File: config.mk
export PLATFORM = sky130hd
export DESIGN_NAME = led_matrix_framebuffer_engine
export DESIGN_NICKNAME = d
export VERILOG_FILES = /design/src/rtl/lmfe_pkg.sv /design/src/rtl/led_matrix_framebuffer_engine.sv
export VERILOG_INCLUDE_DIRS = /design/src /design/src/rtl
export SDC_FILE = /design/constraint.sdc
export NUM_CORES = 1
export LEC_CHECK = 0
export ABC_AREA = 1
export ABC_CLOCK_PERIOD_IN_PS = 5550
export BUFFER_PORTS_ARGS = -buffer_cell sky130_fd_sc_hd__buf_2
export CORE_UTILIZATION = 44
export CTS_CLUSTER_DIAMETER = 50
export CTS_CLUSTER_SIZE = 40
export DETAILED_ROUTE_END_ITERATION = 6
export PLACE_DENSITY = 0.68
export SLEW_MARGIN = 20
export SYNTH_ARGS = -nofsm -noshare
export SYNTH_HDL_FRONTEND = slang
export SYNTH_SLANG_ARGS = --single-unit
File: constraint.sdc
create_clock -name clk -period 5.55 [get_ports clk]
set_input_delay 0.2775 -clock clk [delete_from_list [all_inputs] [get_ports clk]]
set_output_delay 0.2775 -clock clk [all_outputs]
set_load 0.005 [all_outputs]
File: src/rtl/led_matrix_framebuffer_engine_assert.svh
// assertion macros for the led matrix framebuffer engine
// depends on nothing; taken in by the rtl files that carry assertions
`ifndef LED_MATRIX_FRAMEBUFFER_ENGINE_ASSERT_SVH
`define LED_MATRIX_FRAMEBUFFER_ENGINE_ASSERT_SVH

// same-cycle implication, checked outside reset
`define LMFE_ASSERT_IMP(label, clk, rst_n, ante, cons, msg) \
  label: assert property (@(posedge clk) disable iff (!rst_n) (ante) |-> (cons)) \
    else $error(msg);

// next-cycle implication, checked outside reset
`define LMFE_ASSERT_NXT(label, clk, rst_n, ante, cons, msg) \
  label: assert property (@(posedge clk) disable iff (!rst_n) (ante) |=> (cons)) \
    else $error(msg);

`endif

File: src/rtl/lmfe_pkg.sv
// types and constants of the led matrix framebuffer engine
// no dependencies; imported by the top level
package lmfe_pkg;

  // command codes carried in the input tuser
  typedef enum logic [2:0] {
    FUNC_CLEAR   = 3'd0,
    FUNC_PIXEL   = 3'd1,
    FUNC_FILL    = 3'd2,
    FUNC_OUTLINE = 3'd3,
    FUNC_SHOW    = 3'd4,
    FUNC_INIT    = 3'd5
  } func_t;

  // color codes
  localparam logic [1:0] COLOR_OFF     = 2'd0;
  localparam logic [1:0] COLOR_CHECKER = 2'd2;

  // stream widths
  localparam int IN_DATA_W  = 40;
  localparam int OUT_DATA_W = 16;

  // driver init sequence, each entry repeated once per module
  localparam int INIT_STEPS  = 5;
  localparam int STEP_W      = 3;
  localparam logic [3:0] INIT_ADDR [INIT_STEPS] = '{4'hF, 4'h9, 4'hA, 4'hB, 4'hC};
  localparam logic [7:0] INIT_DATA [INIT_STEPS] = '{8'h00, 8'h00, 8'h00, 8'h07, 8'h01};

endpackage

File: src/rtl/led_matrix_framebuffer_engine.sv
// led matrix framebuffer engine: one-bit framebuffer in a small synchronous ram
// depends on lmfe_pkg and led_matrix_framebuffer_engine_assert.svh
// commands: clear takes effect at accept; pixel/fill/outline do one ram read-modify-write
//   per row, read and write of adjacent rows overlap; show emits one pair per module and row,
//   init one per module and entry; one result per cycle through the single output register
//   while out_tready is high; throughput: one command at a time, accepted only in idle
// reset: synchronous; control and row valid bits clear, so the frame reads all zeros
`include "led_matrix_framebuffer_engine_assert.svh"

module led_matrix_framebuffer_engine #(
  parameter int MODULE_COUNT = 4,
  parameter int ROW_COUNT    = 8
) (
  input  logic                            clk,
  input  logic                            rst_n,
  // command channel
  input  logic                            in_tvalid,
  output logic                            in_tready,
  // x_pos[7:0] y_pos[15:8] rect_width[23:16] rect_height[31:24] color[33:32]
  // blink_phase[34] zero[39:35]
  input  logic [lmfe_pkg::IN_DATA_W-1:0]  in_tdata,
  // func[2:0]
  input  logic [2:0]                      in_tuser,
  // result channel
  output logic                            out_tvalid,
  input  logic                            out_tready,
  // reg_addr[3:0] reg_data[11:4] zero[15:12]
  output logic [lmfe_pkg::OUT_DATA_W-1:0] out_tdata,
  // select_end[0]
  output logic [0:0]                      out_tuser,
  output logic                            out_tlast
);
  import lmfe_pkg::*;

  localparam int COLS  = 8 * MODULE_COUNT;
  localparam int ROW_W = (ROW_COUNT > 1) ? $clog2(ROW_COUNT) : 1;
  localparam int MOD_W = (MODULE_COUNT > 1) ? $clog2(MODULE_COUNT) : 1;

  typedef enum logic [2:0] {
    ST_IDLE,
    ST_DRAW,
    ST_SHOW_RD,
    ST_SHOW_OUT,
    ST_INIT
  } state_t;

  // input fields
  logic [7:0] x0, y0, wd, ht;
  logic [1:0] color_in;
  logic       phase_in;
  func_t      func_in;
  logic       in_fire;

  assign x0       = in_tdata[7:0];
  assign y0       = in_tdata[15:8];
  assign wd       = in_tdata[23:16];
  assign ht       = in_tdata[31:24];
  assign color_in = in_tdata[33:32];
  assign phase_in = in_tdata[34];
  assign func_in  = func_t'(in_tuser);
  assign in_fire  = in_tvalid && in_tready;

  // control and command registers
  state_t                state_r, state_nxt;
  logic [ROW_W-1:0]      row_r, row_nxt;
  logic [MOD_W-1:0]      mod_r, mod_nxt;
  logic [STEP_W-1:0]     step_r, step_nxt;
  logic [COLS-1:0]       cmask_h_r, cmask_h_nxt;
  logic [COLS-1:0]       cmask_v_r, cmask_v_nxt;
  logic [ROW_COUNT-1:0]  rsel_h_r, rsel_h_nxt;
  logic [ROW_COUNT-1:0]  rsel_v_r, rsel_v_nxt;
  logic [1:0]            color_r, color_nxt;
  logic                  phase_r, phase_nxt;
  logic                  wr_pend_r, wr_pend_nxt;
  logic [ROW_W-1:0]      wr_row_r, wr_row_nxt;
  logic [ROW_COUNT-1:0]  row_vld_r, row_vld_nxt;
  logic                  out_valid_r, out_valid_nxt;
  logic [3:0]            out_addr_r, out_addr_nxt;
  logic [7:0]            out_data_r, out_data_nxt;
  logic                  out_sel_r, out_sel_nxt;
  logic                  out_last_r, out_last_nxt;

  // framebuffer ram
  logic [COLS-1:0]       mem [ROW_COUNT];
  logic [COLS-1:0]       rd_data_r;
  logic                  rd_vld_r;
  logic                  rd_en, wr_en;
  logic [ROW_W-1:0]      rd_addr;
  logic [COLS-1:0]       wr_data;

  // per-command column and row masks, decoded at accept
  logic [8:0]           x_end, x_last, y_end, y_last;
  logic [COLS-1:0]      col_rng, col_pix, col_edge;
  logic [ROW_COUNT-1:0] row_rng, row_pix, row_edge, row_in;
  logic                 zero_size;

  always_comb begin
    x_end     = {1'b0, x0} + {1'b0, wd};
    x_last    = x_end - 9'd1;
    y_end     = {1'b0, y0} + {1'b0, ht};
    y_last    = y_end - 9'd1;
    zero_size = (wd == 8'd0) || (ht == 8'd0);
    for (int x = 0; x < COLS; x++) begin
      col_rng[COLS-1-x]  = (9'(x) >= {1'b0, x0}) && (9'(x) < x_end);
      col_pix[COLS-1-x]  = (9'(x) == {1'b0, x0});
      col_edge[COLS-1-x] = (9'(x) == {1'b0, x0}) || (9'(x) == x_last);
    end
    for (int r = 0; r < ROW_COUNT; r++) begin
      row_rng[r]  = (9'(r) >= {1'b0, y0}) && (9'(r) < y_end);
      row_pix[r]  = (9'(r) == {1'b0, y0});
      row_edge[r] = (9'(r) == {1'b0, y0}) || (9'(r) == y_last);
      row_in[r]   = (9'(r) > {1'b0, y0}) && (9'(r) < y_end);
    end
  end

  // modify stage: merge the masked color into the row just read
  logic [COLS-1:0] old_row, row_mask, pat, color_word;

  always_comb begin
    old_row  = rd_vld_r ? rd_data_r : '0;
    row_mask = (rsel_h_r[wr_row_r] ? cmask_h_r : '0) | (rsel_v_r[wr_row_r] ? cmask_v_r : '0);
    for (int x = 0; x < COLS; x++) begin
      pat[COLS-1-x] = 1'(x) ^ wr_row_r[0] ^ phase_r;
    end
    if (color_r == COLOR_CHECKER) begin
      color_word = pat;
    end else if (color_r == COLOR_OFF) begin
      color_word = '0;
    end else begin
      color_word = '1;
    end
    wr_data = (old_row & ~row_mask) | (row_mask & color_word);
    wr_en   = wr_pend_r;
  end

  // byte view of the row held at the ram output
  logic [7:0]       row_bytes [MODULE_COUNT];
  logic [MOD_W-1:0] byte_idx;

  always_comb begin
    for (int k = 0; k < MODULE_COUNT; k++) begin
      row_bytes[k] = old_row[8*k +: 8];
    end
    byte_idx = MOD_W'(MODULE_COUNT - 1) - mod_r;
  end

  // next-state logic
  logic out_free, mod_end, row_end, step_end;

  always_comb begin
    state_nxt     = state_r;
    row_nxt       = row_r;
    mod_nxt       = mod_r;
    step_nxt      = step_r;
    cmask_h_nxt   = cmask_h_r;
    cmask_v_nxt   = cmask_v_r;
    rsel_h_nxt    = rsel_h_r;
    rsel_v_nxt    = rsel_v_r;
    color_nxt     = color_r;
    phase_nxt     = phase_r;
    wr_pend_nxt   = 1'b0;
    wr_row_nxt    = wr_row_r;
    row_vld_nxt   = row_vld_r;
    out_addr_nxt  = out_addr_r;
    out_data_nxt  = out_data_r;
    out_sel_nxt   = out_sel_r;
    out_last_nxt  = out_last_r;
    rd_en         = 1'b0;
    rd_addr       = row_r;
    out_free      = !out_valid_r || out_tready;
    out_valid_nxt = out_valid_r && !out_tready;
    mod_end       = (mod_r == MOD_W'(MODULE_COUNT - 1));
    row_end       = (row_r == ROW_W'(ROW_COUNT - 1));
    step_end      = (step_r == STEP_W'(INIT_STEPS - 1));

    // written rows become valid
    if (wr_en) begin
      row_vld_nxt[wr_row_r] = 1'b1;
    end

    case (state_r)
      ST_IDLE: begin
        if (in_fire) begin
          row_nxt     = '0;
          mod_nxt     = '0;
          step_nxt    = '0;
          color_nxt   = color_in;
          phase_nxt   = phase_in;
          cmask_h_nxt = col_rng;
          cmask_v_nxt = col_edge;
          rsel_h_nxt  = '0;
          rsel_v_nxt  = '0;
          case (func_in)
            FUNC_CLEAR: begin
              // clear wins over a write still in flight
              row_vld_nxt = '0;
            end
            FUNC_PIXEL: begin
              cmask_h_nxt = col_pix;
              rsel_h_nxt  = row_pix;
              state_nxt   = ST_DRAW;
            end
            FUNC_FILL: begin
              rsel_h_nxt = zero_size ? '0 : row_rng;
              state_nxt  = ST_DRAW;
            end
            FUNC_OUTLINE: begin
              rsel_h_nxt = zero_size ? '0 : row_edge;
              rsel_v_nxt = zero_size ? '0 : row_in;
              state_nxt  = ST_DRAW;
            end
            FUNC_SHOW: begin
              state_nxt = ST_SHOW_RD;
            end
            FUNC_INIT: begin
              state_nxt = ST_INIT;
            end
            default: begin
              state_nxt = ST_IDLE;
            end
          endcase
        end
      end

      // read one row a cycle, write it back in the next
      ST_DRAW: begin
        rd_en       = 1'b1;
        wr_pend_nxt = 1'b1;
        wr_row_nxt  = row_r;
        if (row_end) begin
          state_nxt = ST_IDLE;
        end else begin
          row_nxt = row_r + ROW_W'(1);
        end
      end

      ST_SHOW_RD: begin
        rd_en     = 1'b1;
        state_nxt = ST_SHOW_OUT;
      end

      // one byte pair per transaction, next row fetched on the row's last byte
      ST_SHOW_OUT: begin
        if (out_free) begin
          out_valid_nxt = 1'b1;
          out_addr_nxt  = 4'(row_r) + 4'd1;
          out_data_nxt  = row_bytes[byte_idx];
          out_sel_nxt   = mod_end;
          out_last_nxt  = mod_end && row_end;
          if (mod_end) begin
            mod_nxt = '0;
            if (row_end) begin
              state_nxt = ST_IDLE;
            end else begin
              row_nxt = row_r + ROW_W'(1);
              rd_en   = 1'b1;
              rd_addr = row_r + ROW_W'(1);
            end
          end else begin
            mod_nxt = mod_r + MOD_W'(1);
          end
        end
      end

      // driver settings, each repeated once per module
      ST_INIT: begin
        if (out_free) begin
          out_valid_nxt = 1'b1;
          out_addr_nxt  = INIT_ADDR[step_r];
          out_data_nxt  = INIT_DATA[step_r];
          out_sel_nxt   = mod_end;
          out_last_nxt  = mod_end && step_end;
          if (mod_end) begin
            mod_nxt = '0;
            if (step_end) begin
              state_nxt = ST_IDLE;
            end else begin
              step_nxt = step_r + STEP_W'(1);
            end
          end else begin
            mod_nxt = mod_r + MOD_W'(1);
          end
        end
      end

      default: begin
        state_nxt = ST_IDLE;
      end
    endcase
  end

  // state and registered outputs
  always_ff @(posedge clk) begin
    if (!rst_n) begin
      state_r     <= ST_IDLE;
      wr_pend_r   <= 1'b0;
      row_vld_r   <= '0;
      out_valid_r <= 1'b0;
      row_r       <= '0;
      mod_r       <= '0;
      step_r      <= '0;
    end else begin
      state_r     <= state_nxt;
      wr_pend_r   <= wr_pend_nxt;
      row_vld_r   <= row_vld_nxt;
      out_valid_r <= out_valid_nxt;
      row_r       <= row_nxt;
      mod_r       <= mod_nxt;
      step_r      <= step_nxt;
    end
    cmask_h_r  <= cmask_h_nxt;
    cmask_v_r  <= cmask_v_nxt;
    rsel_h_r   <= rsel_h_nxt;
    rsel_v_r   <= rsel_v_nxt;
    color_r    <= color_nxt;
    phase_r    <= phase_nxt;
    wr_row_r   <= wr_row_nxt;
    out_addr_r <= out_addr_nxt;
    out_data_r <= out_data_nxt;
    out_sel_r  <= out_sel_nxt;
    out_last_r <= out_last_nxt;
  end

  // framebuffer ram, one read and one write port, registered read data
  always_ff @(posedge clk) begin
    if (wr_en) begin
      mem[wr_row_r] <= wr_data;
    end
    if (rd_en) begin
      rd_data_r <= mem[rd_addr];
      rd_vld_r  <= row_vld_r[rd_addr];
    end
  end

  // ports
  assign in_tready  = (state_r == ST_IDLE);
  assign out_tvalid = out_valid_r;
  assign out_tdata  = {4'd0, out_data_r, out_addr_r};
  assign out_tuser  = out_sel_r;
  assign out_tlast  = out_last_r;

  // assertions
  `LMFE_ASSERT_IMP(a_no_rw_same_row, clk, rst_n, rd_en && wr_en, rd_addr != wr_row_r,
    "read and write of the same framebuffer row in one cycle")
  `LMFE_ASSERT_IMP(a_write_follows_draw, clk, rst_n, wr_pend_r, $past(state_r == ST_DRAW),
    "row write-back without a preceding draw read")
  `LMFE_ASSERT_NXT(a_clear_empties, clk, rst_n, in_fire && (func_in == FUNC_CLEAR),
    row_vld_r == '0, "clear left a valid framebuffer row")
  `LMFE_ASSERT_IMP(a_last_ends_select, clk, rst_n, out_tvalid && out_tlast, out_tuser[0],
    "final pair of a run does not end the chip select group")

endmodule
==> impl_metrics.json <==
{
  "p_comb_share_pct": 31.4,
  "grt_pass1_wl_mm": 87.3,
  "die_area_um2": 48600,
  "drt_iter0_markers": 1504,
  "routedWlPerCell_um": 19.3,
  "cts_tree": "yes",
  "diodes": 0,
  "tns_ns": 0,
  "cts_made_buffers": 30,
  "yosysTopAreaCell": "edfxtp_1",
  "path_clk_slew_ns": 0.08,
  "ys_ff_latch": 409,
  "final_hold_viol_count": 0,
  "period_needed_ns": 3.59,
  "cp.arrival_ns": 3.94,
  "synthTopCellsByArea": "edfxtp_1 55%, nand2_1 10%, inv_1 5.0%",
  "synth-async-reset-ratio_pct": 0,
  "post-place-ws_ns": 2.02,
  "rows": 79,
  "port_buffers": 57,
  "hold_path.class": "primary input to flop",
  "die_h_um": 221,
  "ys.flop_type": "edfxtp_1",
  "crit_type": "flop to flop",
  "cp_data_required_time_ns": 5.90,
  "dp_hpwl_mm": 37.6,
  "p_clk_share_pct": 23.2,
  "fillers": 4346,
  "end_kind": "flop",
  "dp_cells": 2860,
  "final_util_pct": 49.1,
  "synth_area_um2": 21000,
  "synthAdderAreaFrac_pct": 1.74,
  "clkLatencyLatePin_ns": 0.60,
  "synth_top_family_by_area": "simple AND/OR/NAND/NOR gates",
  "maxSlewHeadroom_pct": 25.3,
  "die_w_um": 221,
  "grt_setup_unrepaired": "no",
  "gp_congestion": 0.983,
  "synth-simple-area-share_pct": 25.0,
  "max-vdd-ir-drop_v": 0.000281,
  "grt_pass1_vias": 15400,
  "fmaxAchievable_ghz": 0.278,
  "status": "completed",
  "setup_slack_ns": 1.96,
  "synthMuxAreaShare_pct": 0,
  "setup_viol": 0,
  "cts_sinks": 409,
  "slew_violations": 0,
  "root_buffer": "clkbuf_16",
  "drive_above_1_share_pct": 8.25,
  "ff2ff_path_depth": 13,
  "switching_power_mw": 3.69,
  "finalWirelength_mm": 56.5,
  "grt_max_degree": 83,
  "yosysUniqueCellTypes": 50,
  "syn_inst": 2265,
  "track_usage_pct": 23.3,
  "cap_viol_max_count": 0,
  "worstMarginPinSlew_ns": 1.11,
  "nets": 2365,
  "drc_errors": 0,
  "power.share.sequential_pct": 45.4,
  "post_cts_buffers": 0,
  "core_area_um2": 46900,
  "yosys_warnings": 0,
  "yosys.area.top_type_share_pct": 55.4,
  "drt_pass1_iterations": 5,
  "finalClockSkew_ns": 0.0314,
  "initial_core_util_pct": 44.8,
  "ys_seq_area_share_pct": 57.4,
  "grt_antenna_before_repair": 0,
  "synth_xor_area_share_pct": 0.214,
  "area_growth_syn_to_layout_pct": 9.50,
  "switching_share_pct": 37.3,
  "intPower_mw": 6.21,
  "cts_buffer_depth": 3,
  "crit_fanout": 77,
  "synth-edff-count": 388,
  "io_pins": 67,
  "ant_nets": 0,
  "routed_via_density": 5.51,
  "avgSynthCellArea_um2": 9.28,
  "power.density_nw_per_um2": 430,
  "htreeDepth": 1,
  "final_cell_count_no_fill": 2921,
  "worst_setup_path_start_kind": "flop",
  "leakage_nw": 9.37,
  "worstHoldPathCells": 4,
  "vias": 16100,
  "fin_crit_sh_pct": 64.7,
  "synth_compound_gate_area_share_pct": 8.03,
  "grt-ovfl-total": 0
}
[layer usage]
layer | track usage [%] | vias to the layer above | share of wire, % | wire length [µm]
li1 | - | 7757 | - | -
met3 | 2.52 | 103 | 6.5 | 3690
met5 | 0 | - | 0 | 0
met1 | 32.3 | 7660 | 44 | 24700
met4 | 8.29 | 0 | 3.4 | 1910
met2 | 38.1 | 562 | 46 | 26200
[cell families (layout without fill, tap and decap cells)]
family,Yosys count,after routing
and+or+nand+nor,1127,1127
DFF,409,409
buffers and inverters,391,437
AOI/OAI and AO/OA,306,306
adders and majority gates,28,28
xor gates and xnor gates,3,3
other,1,4
[stage by stage]
step	total power [mW]	instance area (µm²)	hold WS [ns]
final	9.90	23000	0.0522
after floorplan	6.62	21000	0.376
after global placement	7.51	21900	0.453
after detailed placement	7.61	21900	0.456
after CTS	9.89	23000	0.0345
after global routing	10.4	23000	0.0734
[critical path: stages, from the launching register on]
cell	delay, ns
dfxtp_1	0.74
ha_1	0.28
inv_1	0.10
nor2_4	0.18
nand2_1	0.10
xor2_1	0.17
or2_4	0.27
nand2_4	0.62
buf_4	0.41
nand2_1	0.08
nand3_1	0.08
nand2_1	0.08
nand2_1	0.06
nand2_1	0.07
[cells in the mapped netlist, types with 2 or more instances]
master,count
nor4_1,7
o31ai_1,6
nand3_1,209
inv_2,3
nor3_1,15
o22ai_1,16
clkbuf_1,67
buf_6,9
edfxtp_1,388
buf_1,4
nand3b_1,135
a31oi_1,37
nor2_1,132
clkinv_1,4
a211oi_1,5
buf_2,13
o21ai_2,6
nor2_8,2
nor2_2,3
nand2_1,577
nand4_1,27
o21ai_1,7
dfxtp_1,21
buf_4,6
o211ai_1,8
nor2_4,5
nand2_4,3
o21ai_0,130
inv_1,282
ha_1,26
a21oi_1,86
nand2_2,7
fa_1,2
[repair_timing]
| action | 4_1_cts | 5_1_grt |
|---|---|---|
| hold endpoints to repair | 8 | 0 |
| hold buffers | 5 | 0 |
| resized for setup | 0 | 0 |
[layout make-up]
cell class                      instances  area [µm²]  share of cell area (%)
Clock buffer                           34         797                    3.46
Clock inverter                         22         241                    1.05
Inverter                              291        1100                    4.78
Multi-Input combinational cell       1468        7490                    32.6
Sequential cell                       409       12100                    52.5
Tap cell                              607         759                    3.30
Timing Repair Buffer                   90         546                    2.37
[final timing paths]
check / from / to / slack [ns]
worst max-delay path: mod_r[0]$_SDFFE_PN0P_ / rd_data_r[6]$_DFFE_PP_ / 1.96
worst min register to register: row_vld_r[3]$_SDFF_PN0_ / row_vld_r[3]$_SDFF_PN0_ / 0.48
worst min-delay path: in_tuser[0] / state_r[1]$_SDFFE_PN0P_ / 0.05
worst max register to register: mod_r[0]$_SDFFE_PN0P_ / rd_data_r[6]$_DFFE_PP_ / 1.96
[placed cells by master, fill, tap and decap left out, types with 28 or more instances in the layout]
cell	Yosys	final
inv_1	282	281
clkbuf_16	0	31
a31oi_1	37	37
nand3_1	209	209
nor2_1	132	122
buf_4	6	28
nand2_1	577	576
o21ai_0	130	130
buf_2	13	57
a21oi_1	86	84
edfxtp_1	388	388
nand3b_1	135	135
[power by group through the flow]
stage / clock, mW / combinational [mW] / sequential, mW
4_1_cts: 2.33 / 3.08 / 4.49
2_1_floorplan: 0 / 2.16 / 4.45
6_report: 2.30 / 3.10 / 4.50
3_5_place_dp: 0 / 3.07 / 4.55
3_3_place_gp: 0 / 2.97 / 4.54
5_1_grt: 2.42 / 3.44 / 4.52
[state kept, by name, indices dropped and copies added, names as in the netlist]
register / count
step_r: 3
rsel_v_r: 7
phase_r: 1
out_tlast: 1
state_r: 3
rd_vld_r: 1
mod_r: 2
wr_row_r: 3
row_vld_r: 8
out_addr_r: 4
cmask_v_r: 32
rd_data_r: 32
mem: 256
color_r: 2
out_tvalid: 1
cmask_h_r: 32
wr_en: 1
out_tuser: 1
rsel_h_r: 8
out_data_r: 8
row_r: 3
(Power assumes the default switching activity.)
